$ cat src/rtl/ptdt_pkg.sv
// ----------------------------------------------------------------------------
// ptdt_pkg
// Shared types and codes for the periodic task dispatch table.
// ----------------------------------------------------------------------------
package ptdt_pkg;

    localparam int NUM_SLOTS_DEF = 8;

    // Operation codes
    localparam logic [1:0] OP_TICK     = 2'd0;
    localparam logic [1:0] OP_CREATE   = 2'd1;
    localparam logic [1:0] OP_REMOVE   = 2'd2;
    localparam logic [1:0] OP_DISPATCH = 2'd3;

    // Status codes
    localparam logic [2:0] ST_OK        = 3'd0;
    localparam logic [2:0] ST_FULL      = 3'd1;
    localparam logic [2:0] ST_DROPPED   = 3'd2;
    localparam logic [2:0] ST_NOT_FOUND = 3'd3;
    localparam logic [2:0] ST_NONE_RDY  = 3'd4;

    // One slot record as stored in the slot memory
    typedef struct packed {
        logic        present;
        logic        in_use;
        logic        ready;
        logic [15:0] countdown;
        logic [15:0] reload;
        logic [7:0]  rank;
        logic [7:0]  handle;
    } slot_t;

    // Contents of a slot that was never written since reset
    localparam slot_t SLOT_RESET = '{
        present:   1'b0,
        in_use:    1'b0,
        ready:     1'b0,
        countdown: 16'd0,
        reload:    16'd0,
        rank:      8'd255,
        handle:    8'd0
    };

endpackage

$ cat src/rtl/ptdt_slot_mem.sv
// ----------------------------------------------------------------------------
// ptdt_slot_mem
// Slot record memory: one write and one read port, registered read data.
// Per-entry valid bits make unwritten entries read as the reset record.
// ----------------------------------------------------------------------------
module ptdt_slot_mem
    import ptdt_pkg::*;
#(
    parameter int NUM_SLOTS = NUM_SLOTS_DEF
) (
    input  logic                         clk,
    input  logic                         rst_n,
    input  logic                         rd_en,
    input  logic [$clog2(NUM_SLOTS)-1:0] rd_addr,
    output slot_t                        rd_entry,
    input  logic                         wr_en,
    input  logic [$clog2(NUM_SLOTS)-1:0] wr_addr,
    input  slot_t                        wr_entry
);

    slot_t                 slot_mem [NUM_SLOTS];
    slot_t                 rd_data_reg;
    logic                  rd_valid_reg;
    logic [NUM_SLOTS-1:0]  valid_reg;

    always_ff @(posedge clk)
    begin
        if (wr_en)
        begin
            slot_mem[wr_addr] <= wr_entry;
        end
        if (rd_en)
        begin
            rd_data_reg <= slot_mem[rd_addr];
        end
    end

    always_ff @(posedge clk or negedge rst_n)
    begin
        if (!rst_n)
        begin
            valid_reg    <= '0;
            rd_valid_reg <= 1'b0;
        end
        else
        begin
            if (wr_en)
            begin
                valid_reg[wr_addr] <= 1'b1;
            end
            if (rd_en)
            begin
                rd_valid_reg <= valid_reg[rd_addr];
            end
        end
    end

    assign rd_entry = rd_valid_reg ? rd_data_reg : SLOT_RESET;

endmodule

$ cat src/rtl/periodic_task_dispatch_table_core.sv
// ----------------------------------------------------------------------------
// periodic_task_dispatch_table_core
// Priority-ordered table of periodic tasks: tick, create, remove, dispatch.
// ----------------------------------------------------------------------------
//
//  Channel   | Handshake          | Payload
//  ----------+--------------------+---------------------------------------
//  command   | start, busy        | opcode, task_id, period, priority_req
//  result    | done (strobe)      | status, dispatched, dispatched_id
//
// Every transaction walks the slot memory once, one slot per cycle with the
// read of the next slot overlapping the write-back of the current one. A
// create that lands on a used slot adds the shift-down of the slots below
// it, one slot per cycle, followed by the final write of the new record.
// The single read port of the slot memory sets the pace of the walk.
// Reset is asynchronous and active low; the table reads as empty right after
// reset through per-slot valid bits, with no clearing pass.
// The result strobe lasts one cycle; the receiver cannot stall it, and busy
// drops in the same cycle so the next command may follow at once.
// ----------------------------------------------------------------------------
module periodic_task_dispatch_table_core
    import ptdt_pkg::*;
#(
    parameter int NUM_SLOTS = NUM_SLOTS_DEF
) (
    input  logic        clk,
    input  logic        rst_n,
    input  logic        start,
    output logic        busy,
    input  logic [1:0]  opcode,
    input  logic [7:0]  task_id,
    input  logic [15:0] period,
    input  logic [7:0]  priority_req,
    output logic        done,
    output logic [2:0]  status,
    output logic        dispatched,
    output logic [7:0]  dispatched_id
);

    localparam int              IDXW     = $clog2(NUM_SLOTS);
    localparam logic [IDXW-1:0] LAST_IDX = IDXW'(NUM_SLOTS - 1);
    localparam logic [IDXW-1:0] IDX_ONE  = IDXW'(1);

    typedef enum logic [4:0] {
        S_IDLE   = 5'b00001,
        S_SCAN   = 5'b00010,
        S_FINISH = 5'b00100,
        S_SHIFT  = 5'b01000,
        S_WRITE  = 5'b10000
    } state_t;

    state_t state_reg, state_next;

    // Latched command
    logic [1:0]  op_reg,  op_next;
    logic [7:0]  id_reg,  id_next;
    logic [15:0] per_reg, per_next;
    logic [7:0]  pri_reg, pri_next;

    // Walk state
    logic [IDXW-1:0] proc_reg, proc_next;   // slot whose read data is on hand
    logic [IDXW-1:0] idx_reg,  idx_next;    // slot picked by the scan
    logic [IDXW-1:0] sh_reg,   sh_next;     // destination of the shift step
    logic            found_reg, found_next;
    logic            hit_use_reg, hit_use_next;   // picked slot in use
    logic            last_use_reg, last_use_next; // last slot in use
    slot_t           cap_reg,  cap_next;          // picked slot record

    // Result registers
    logic        done_reg, done_next;
    logic [2:0]  status_reg, status_next;
    logic        disp_reg, disp_next;
    logic [7:0]  disp_id_reg, disp_id_next;

    // Memory port
    logic            rd_en, wr_en;
    logic [IDXW-1:0] rd_addr, wr_addr;
    slot_t           rd_entry, wr_entry;

    slot_t ticked;
    slot_t new_entry;

    ptdt_slot_mem #(
        .NUM_SLOTS (NUM_SLOTS)
    ) u_slot_mem (
        .clk      (clk),
        .rst_n    (rst_n),
        .rd_en    (rd_en),
        .rd_addr  (rd_addr),
        .rd_entry (rd_entry),
        .wr_en    (wr_en),
        .wr_addr  (wr_addr),
        .wr_entry (wr_entry)
    );

    // Count down a live timer; reload it and mark ready when it expires
    always_comb
    begin
        ticked = rd_entry;
        if (rd_entry.present && rd_entry.in_use && (rd_entry.countdown != 16'd0))
        begin
            ticked.countdown = rd_entry.countdown - 16'd1;
            if (rd_entry.countdown == 16'd1)
            begin
                ticked.countdown = rd_entry.reload;
                ticked.ready     = 1'b1;
            end
        end
    end

    // Record of a freshly created task; handle zero never becomes present
    always_comb
    begin
        new_entry.present   = (id_reg != 8'd0);
        new_entry.in_use    = 1'b1;
        new_entry.ready     = 1'b0;
        new_entry.countdown = per_reg;
        new_entry.reload    = per_reg;
        new_entry.rank      = pri_reg;
        new_entry.handle    = id_reg;
    end

    always_comb
    begin
        state_next    = state_reg;
        op_next       = op_reg;
        id_next       = id_reg;
        per_next      = per_reg;
        pri_next      = pri_reg;
        proc_next     = proc_reg;
        idx_next      = idx_reg;
        sh_next       = sh_reg;
        found_next    = found_reg;
        hit_use_next  = hit_use_reg;
        last_use_next = last_use_reg;
        cap_next      = cap_reg;
        done_next     = 1'b0;
        status_next   = status_reg;
        disp_next     = disp_reg;
        disp_id_next  = disp_id_reg;
        rd_en         = 1'b0;
        rd_addr       = '0;
        wr_en         = 1'b0;
        wr_addr       = '0;
        wr_entry      = rd_entry;

        unique case (state_reg)
            S_IDLE:
            begin
                if (start)
                begin
                    // Capture the command and fetch slot zero
                    op_next    = opcode;
                    id_next    = task_id;
                    per_next   = period;
                    pri_next   = priority_req;
                    proc_next  = '0;
                    found_next = 1'b0;
                    rd_en      = 1'b1;
                    rd_addr    = '0;
                    state_next = S_SCAN;
                end
            end

            S_SCAN:
            begin
                // Advance the read while the current slot is examined
                if (proc_reg != LAST_IDX)
                begin
                    rd_en     = 1'b1;
                    rd_addr   = proc_reg + IDX_ONE;
                    proc_next = proc_reg + IDX_ONE;
                end
                else
                begin
                    state_next = S_FINISH;
                end

                case (op_reg)
                    OP_TICK:
                    begin
                        wr_en    = 1'b1;
                        wr_addr  = proc_reg;
                        wr_entry = ticked;
                    end
                    OP_CREATE:
                    begin
                        // First slot ranked strictly above the request
                        if (!found_reg && (rd_entry.rank > pri_reg))
                        begin
                            found_next   = 1'b1;
                            idx_next     = proc_reg;
                            hit_use_next = rd_entry.in_use;
                        end
                        if (proc_reg == LAST_IDX)
                        begin
                            last_use_next = rd_entry.in_use;
                        end
                    end
                    OP_REMOVE:
                    begin
                        if (!found_reg && (rd_entry.handle == id_reg))
                        begin
                            found_next = 1'b1;
                            idx_next   = proc_reg;
                            cap_next   = rd_entry;
                        end
                    end
                    default:
                    begin
                        if (!found_reg && rd_entry.present && rd_entry.in_use
                            && rd_entry.ready)
                        begin
                            found_next = 1'b1;
                            idx_next   = proc_reg;
                            cap_next   = rd_entry;
                        end
                    end
                endcase
            end

            S_FINISH:
            begin
                done_next    = 1'b1;
                state_next   = S_IDLE;
                status_next  = ST_OK;
                disp_next    = 1'b0;
                disp_id_next = 8'd0;
                case (op_reg)
                    OP_TICK:
                    begin
                        status_next = ST_OK;
                    end
                    OP_CREATE:
                    begin
                        if (!found_reg)
                        begin
                            status_next = ST_FULL;
                        end
                        else if (hit_use_reg && (idx_reg != LAST_IDX))
                        begin
                            // Open a hole: shift slots down, starting at the end
                            done_next  = 1'b0;
                            rd_en      = 1'b1;
                            rd_addr    = LAST_IDX - IDX_ONE;
                            sh_next    = LAST_IDX;
                            state_next = S_SHIFT;
                        end
                        else
                        begin
                            wr_en       = 1'b1;
                            wr_addr     = idx_reg;
                            wr_entry    = new_entry;
                            status_next = (hit_use_reg && last_use_reg) ? ST_DROPPED
                                                                        : ST_OK;
                        end
                    end
                    OP_REMOVE:
                    begin
                        if (found_reg)
                        begin
                            wr_en           = 1'b1;
                            wr_addr         = idx_reg;
                            wr_entry        = cap_reg;
                            wr_entry.in_use = 1'b0;
                        end
                        else
                        begin
                            status_next = ST_NOT_FOUND;
                        end
                    end
                    default:
                    begin
                        if (found_reg)
                        begin
                            wr_en          = 1'b1;
                            wr_addr        = idx_reg;
                            wr_entry       = cap_reg;
                            wr_entry.ready = 1'b0;
                            disp_next      = 1'b1;
                            disp_id_next   = cap_reg.handle;
                        end
                        else
                        begin
                            status_next = ST_NONE_RDY;
                        end
                    end
                endcase
            end

            S_SHIFT:
            begin
                // Move the slot above into the destination
                wr_en    = 1'b1;
                wr_addr  = sh_reg;
                wr_entry = rd_entry;
                if ((sh_reg - IDX_ONE) == idx_reg)
                begin
                    state_next = S_WRITE;
                end
                else
                begin
                    rd_en   = 1'b1;
                    rd_addr = sh_reg - IDX_ONE - IDX_ONE;
                    sh_next = sh_reg - IDX_ONE;
                end
            end

            S_WRITE:
            begin
                wr_en        = 1'b1;
                wr_addr      = idx_reg;
                wr_entry     = new_entry;
                done_next    = 1'b1;
                state_next   = S_IDLE;
                status_next  = last_use_reg ? ST_DROPPED : ST_OK;
                disp_next    = 1'b0;
                disp_id_next = 8'd0;
            end

            default:
            begin
                state_next = S_IDLE;
            end
        endcase
    end

    always_ff @(posedge clk or negedge rst_n)
    begin
        if (!rst_n)
        begin
            state_reg <= S_IDLE;
            done_reg  <= 1'b0;
            found_reg <= 1'b0;
        end
        else
        begin
            state_reg <= state_next;
            done_reg  <= done_next;
            found_reg <= found_next;
        end
    end

    always_ff @(posedge clk)
    begin
        op_reg       <= op_next;
        id_reg       <= id_next;
        per_reg      <= per_next;
        pri_reg      <= pri_next;
        proc_reg     <= proc_next;
        idx_reg      <= idx_next;
        sh_reg       <= sh_next;
        hit_use_reg  <= hit_use_next;
        last_use_reg <= last_use_next;
        cap_reg      <= cap_next;
        status_reg   <= status_next;
        disp_reg     <= disp_next;
        disp_id_reg  <= disp_id_next;
    end

    assign busy          = (state_reg != S_IDLE);
    assign done          = done_reg;
    assign status        = status_reg;
    assign dispatched    = disp_reg;
    assign dispatched_id = disp_id_reg;

    // An accepted command always occupies the block on the next cycle
    a_start_busy: assert property (@(posedge clk) disable iff (!rst_n)
        (start && !busy) |=> busy)
        else $error("accepted command did not raise busy");

    // A dispatched task is always reported ok and carries a nonzero handle
    a_disp_ok: assert property (@(posedge clk) disable iff (!rst_n)
        (done && dispatched) |-> ((status == ST_OK) && (dispatched_id != 8'd0)))
        else $error("dispatch result inconsistent");

    // The shift never runs past the insertion slot
    a_shift_range: assert property (@(posedge clk) disable iff (!rst_n)
        (state_reg == S_SHIFT) |-> (found_reg && (sh_reg > idx_reg)))
        else $error("shift walked past insertion slot");

    // Read and write never hit the same slot in one cycle
    a_no_rw_clash: assert property (@(posedge clk) disable iff (!rst_n)
        (rd_en && wr_en) |-> (rd_addr != wr_addr))
        else $error("slot read and write collide");

    // A result only follows a finishing state
    a_done_source: assert property (@(posedge clk) disable iff (!rst_n)
        done |-> $past((state_reg == S_FINISH) || (state_reg == S_WRITE)))
        else $error("result strobe without finishing state");

endmodule
$ cat config.mk
export PLATFORM = sky130hd
export DESIGN_NAME = periodic_task_dispatch_table_core
export DESIGN_NICKNAME = d
export VERILOG_FILES = /design/src/rtl/ptdt_pkg.sv /design/src/rtl/ptdt_slot_mem.sv /design/src/rtl/periodic_task_dispatch_table_core.sv
export SDC_FILE = /design/constraint.sdc
export NUM_CORES = 1
export LEC_CHECK = 0
export ABC_AREA = 1
export BUFFER_PORTS_ARGS = -buffer_cell sky130_fd_sc_hd__buf_2
export CAP_MARGIN = 40
export CELL_PAD_IN_SITES_DETAIL_PLACEMENT = 1
export CELL_PAD_IN_SITES_GLOBAL_PLACEMENT = 1
export CORE_AREA = 5 5 248 250
export DETAILED_ROUTE_END_ITERATION = 8
export DIE_AREA = 0 0 253 255
export PLACE_DENSITY_LB_ADDON = 0.1
export SLEW_MARGIN = 20
export SYNTH_ARGS = -nofsm -noshare
export SYNTH_HDL_FRONTEND = slang
export SYNTH_HIERARCHICAL = 1
export SYNTH_SLANG_ARGS = --single-unit
$ cat constraint.sdc
create_clock -name clk -period 4.4 [get_ports clk]
set_input_delay 0.88 -clock clk [delete_from_list [all_inputs] [get_ports clk]]
set_output_delay 0.88 -clock clk [all_outputs]
set_load 0.02 [all_outputs]
## After elaboration in Yosys (flattened, before gate mapping)

Memories as Yosys holds them, arrays and structs flattened. A register that Yosys moved wholly into a read port is not among the register bits.
Index checks and enable logic that the tools add are counted.

| cells by class | value |
|---|---|
| mux-type cells | 85 |
| add/subtract/negate cells | 4 |
| equal/unequal tests | 28 |
| reductions and logical operators | 31 |
| order comparisons | 4 |
| bitwise logic cells | 3 |

Operator list:

| kind | number |
|---|---|
| $mux W51 | 7 |
| $pmux W51 S3 | 2 |
| $pmux W51 S2 | 1 |
| $mux W3 | 19 |
| $mux W49 | 1 |
| $mux W17 | 2 |
| $pmux W3 S3 | 3 |
| $pmux W3 S2 | 4 |
| $ne A2 B2 Y1 const B | 11 |
| $mux W1 | 21 |
| $pmux W5 S4 | 1 |
| $eq A16 B1 Y1 const B | 1 |
| $mux W8 | 2 |
| $pmux W8 S2 | 1 |
| $reduce_bool A16 Y1 | 1 |
| $sub A16 B1 Y16 const B | 1 |
| $mux W5 | 3 |
| $mux W4 | 3 |
| $ne A3 B3 Y1 const B | 4 |
| $pmux W3 S4 | 1 |
| $reduce_and A3 Y1 | 4 |
| $logic_and A1 B1 Y1 | 10 |
| $mux W2 | 5 |
| $reduce_and A5 Y1 | 2 |
| other kinds (34) | 45 |

| storage, ports and cells | value |
|---|---|
| bits in writable memories | 408 |
| bits of input ports | 37 |
| logic and storage cells | 180 |
| memories | 1 |
| register bits after elaboration | 124 |
| output and inout port bits | 14 |

Memory list:

| name | depth | width | rd ports | clocked after memory_dff | write ports | RTL line | source |
|---|---|---|---|---|---|---|---|
| u_slot_mem.slot_mem | 8 | 51 | 1 | 1 | 1 | ptdt_slot_mem.sv:21 | `slot_t slot_mem [NUM_SLOTS];` |

## Depth between registers and ports, before layout

| logic depth | value |
|---|---|
| depth after elaboration | 11 |
| mapped depth | 17 |
| gate-level depth less buffers | 15 |

## By module

The synthesis kept the hierarchy.

Modules (own cells, without submodules):

| module | cells each | instances | area an instance (um^2) | seq. area each (um^2) |
|---|---|---|---|---|
| ptdt_slot_mem | 1422 | 1 | 18168.7 | 14008.4 |
| periodic_task_dispatch_table_core | 1107 | 1 | 8081.5 | 3419.5 |

## Worst setup path after synthesis

No wires, ideal clock.

| timing path | value |
|---|---|
| path kind | register to register |
| start | register op_reg[1] |
| end | memory u_slot_mem/slot_mem[6][0] (netlist bit), enable pin |
| arrival time | 3827 ps |
| clock period less this slack | 4287 ps |
| cell stages (with the launch flop) | 12 |
| path slack | 113 ps |
| library setup time | 460 ps |
| cells stage by stage | edfxtp_1 -> inv_1 -> ha_1 -> nand2_1 -> inv_1 -> nand2_2 -> buf_2 -> nand3_1 -> nand2_1 -> o211ai_1 -> nand2_1 -> nor2_1 |

RTL lines:

| element | RTL line | source |
|---|---|---|
| from (decl) | periodic_task_dispatch_table_core.sv:55 | `logic [1:0] op_reg, op_next;` |
| from (signal assigned) | periodic_task_dispatch_table_core.sv:346 | `op_reg <= op_next;` |
| $eq A2 B1 Y1 or $logic_not A2 Y1 (tied branches) | periodic_task_dispatch_table_core.sv:229, periodic_task_dispatch_table_core.sv:179 |  |
| $pmux W3 S2 or $mux W3 (tied branches) | periodic_task_dispatch_table_core.sv:229, periodic_task_dispatch_table_core.sv:179 |  |
| $pmux W3 S4 (*) | periodic_task_dispatch_table_core.sv:147 | `unique case (state_reg)` |
| named net wr_addr[2] | periodic_task_dispatch_table_core.sv:77 | `logic [IDXW-1:0] rd_addr, wr_addr;` |
| to (decl) | ptdt_slot_mem.sv:21 |  |

The timed path passes the listed nets; every way through them passes the cells marked *.

## Final worst setup path

| timing path | value |
|---|---|
| start | register op_reg[1] |
| end | memory u_slot_mem/slot_mem[6][15] (netlist bit), enable pin |

Same word-level chain as after synthesis.

==> flow_summary.ini <==
[finish]
largest_reg_flops = 408
non_filler_instances = 3379
final.fill_count = 6376
layout.core_utilization = 0.5009
multiInputGateArea_um2 = 7432
proportion_of_layout_cells_with_a_drive_suffix_above_1 = 0.08941
n_antenna_cell = 0
sequential_cell_area_um2 = 17430
layout.nets = 2611
area_delta_synth_final_pct = 12.20

[place]
buffer_ports.inserted = 50
numPlacedInstances = 3263
gp_congestion = 0.8562
hpwlAfterDp_um = 51090

[timing]
tightestPinTransition_ns = 1.022
finalSetupViolCount = 0
maxSlewViolCount = 0
final.setup_skew_ns = 0.06399
grt_setup_unrepaired = no
finalHoldViolations = 0
smallest_hold_slack_ns = 0.1811
totalNegativeSetupSlack_ns = 0
max-slew-margin-rel = 0.3186
post-route-period-util = 0.7921
fmax_mhz = 286.9
layout_min_cycle_time_ns = 3.485

[grt]
grt_start_max_net_pins = 209
global_route.overflow_total = 0
grt_pass1_wl_um = 122700
grt_antenna_before_repair = 9
number_of_global_route_vias_before_repair = 19948
grt_util_all_layers = 0.2489

[detailed_routing]
via_per_inst = 5.720
drt_pass1_iterations = 5
dr.first_iter.drc_count = 1854
wl_um = 81700
detail_route.drc_violations = 0
route.detailed.wl_per_inst_um = 24.18
detail-route-antenna-nets = 0
route.vias.total = 19328

[setup_path]
timing.setup.critical_path_class = flop to flop
crit_path_max_fanout = 20
crit_path_start_kind = flop
worstPathRequired_ns = 4.71
wp_data_arrival_ns = 3.79
timing.critical_path.to_type = flop

[clock_tree]
post_cts_resize_count = 0
clk_slew_on_worst_s_h_paths_ns = 0.07
cts.hold.buffers_added = 0
cts_buffers = 61
cts.path.max_buffers = 3
cts-root-buf = clkbuf_16
cts_tree = done
postCtsSetupRepairBufs = 0
cts-htree-levels = 2
numClockSinks = 583
worstSkewPairLatency_ns = 0.68

[synth]
post_synth.cell_area_avg_um2 = 10.38
synth_warn = 6
syn-cell-area_um2 = 26250
netlist-cell-type-count = 44
mappedNetlistNets = 2585
post_synth_inst_count = 2529
yosysSeqAreaShare = 0.6639
synth.ff_latch_count = 583

[power_and_ir_drop]
peakVddDrop_v = 0.0003609
p_leak_nw = 11.23
power.density_cell_area_nw_per_um2 = 629.2

[hold_path]
hold_class = input port to async pin

[die]
std_cell_rows = 89
initial_core_util = 0.4465
die_height_um = 255
fp.dieW_um = 253
floorplan.core_area_um2 = 58800
io_pins = 51
die_area_um2 = 64520

[outcome]
outcome = completed

[run]
cap_viol_max_count = 0
## worst max-delay path, cell delays in order, from the launching register on
cell and delay, ns:
edfxtp_1 0.43, inv_1 0.14, ha_1 0.26, nand2_1 0.15, inv_1 0.14, nand2_2 0.07
nand3_1 0.07, nand2_1 0.11, o211ai_1 0.46, nand2_1 0.29, nor2_4 0.55, buf_4 0.43
## routing by layer
layer | share of wire | vias up | routed length, µm | global-route usage
met4 | 0.024 | 0 | 1945 | 0.06710
met2 | 0.44 | 608 | 36180 | 0.3882
met1 | 0.46 | 9856 | 37770 | 0.3709
met5 | 0 | - | 0 | 0
met3 | 0.071 | 112 | 5809 | 0.03475
li1 | - | 8752 | - | -
## power breakdown
part / internal (mW) / total [mW] / switching (mW)
registers: 7.27 / 7.53 / 0.257
clock network: 2.97 / 5.20 / 2.23
logic: 1.41 / 5.80 / 4.40
## cell families after synthesis
family | Yosys count | share of synthesized area
xor gates and xnor gates | 7 | 0.002336
AOI/OAI and AO/OA | 544 | 0.1102
and+or+nand+nor | 1023 | 0.1574
DFF | 583 | 0.6639
buffers and inverters | 353 | 0.05710
adders and majority gates | 19 | 0.009056
## synth_stat cells, drive strengths merged
library cell | instances | area share
a2111oi | 1 | 0.00033
a21boi | 1 | 0.00029
a21o | 1 | 0.00029
a21oi | 48 | 0.0092
a22oi | 2 | 0.00057
a32o | 1 | 0.00038
and3 | 1 | 0.00024
buf | 68 | 0.016
clkbuf | 64 | 0.0093
clkinv | 10 | 0.0014
dfrtp | 15 | 0.014
dfstp | 1 | 0.0010
edfxtp | 567 | 0.65
ha | 19 | 0.0091
inv | 211 | 0.030
nand2 | 571 | 0.084
nand3 | 92 | 0.018
nand3b | 3 | 0.00086
nand4 | 9 | 0.0021
nor2 | 339 | 0.051
nor3 | 7 | 0.0013
nor4 | 1 | 0.00024
o211ai | 8 | 0.0027
o21ai | 390 | 0.074
o221ai | 2 | 0.00067
o22ai | 90 | 0.021
xnor2 | 3 | 0.0010
xor2 | 4 | 0.0013
## cell usage in the layout (no fill, tap or decap), drive strengths merged
| cell | n |
|---|---|
| a2111oi | 1 |
| a21boi | 1 |
| a21o | 1 |
| a21oi | 48 |
| a22oi | 2 |
| a32o | 1 |
| and3 | 1 |
| buf | 94 |
| bufinv | 7 |
| clkbuf | 77 |
| clkinv | 38 |
| clkinvlp | 2 |
| dfrtp | 15 |
| dfstp | 1 |
| edfxtp | 567 |
| ha | 19 |
| inv | 212 |
| nand2 | 571 |
| nand3 | 92 |
| nand3b | 3 |
| nand4 | 9 |
| nor2 | 339 |
| nor3 | 7 |
| nor4 | 1 |
| o211ai | 8 |
| o21ai | 390 |
| o221ai | 2 |
| o22ai | 90 |
| xnor2 | 3 |
| xor2 | 4 |
## worst paths after layout
check / slack, ns / endpoint / cells past startpoint / from
worst min-delay path: 0.18 / state_reg[3] / 1 / rst_n
max in group asynchronous: 3.84 / state_reg[0] / 1 / rst_n
worst max-delay path: 0.91 / u_slot_mem/slot_mem[6][15] / 11 / op_reg[1]
worst min register to register: 0.46 / u_slot_mem/valid_reg[1] / 2 / u_slot_mem/valid_reg[1]
worst max register to register: 0.91 / u_slot_mem/slot_mem[6][15] / 11 / op_reg[1]
min in group clk: 0.40 / op_reg[0] / 1 / opcode[0]
## area by class of cell
| cell class | instances | area share |
|---|---|---|
| clock inverter | 38 | 0.01449 |
| timing repair buffer | 95 | 0.02625 |
| tap | 773 | 0.03284 |
| sequential | 583 | 0.5918 |
| inverter | 221 | 0.02859 |
| multi-input combinational | 1593 | 0.2523 |
| clock buffer | 76 | 0.05374 |
## metrics by stage
stage	setup slack (ns)	cell area (µm²)	power (mW)
2_1_floorplan	0.1130	26250	11.13
3_3_place_gp	1.014	27350	13.02
3_5_place_dp	0.9546	27410	13.31
4_1_cts	0.9083	29420	18.54
5_1_grt	0.6611	29450	19.46
6_report	0.9146	29450	18.53
Power figures use the tool's default switching activity.
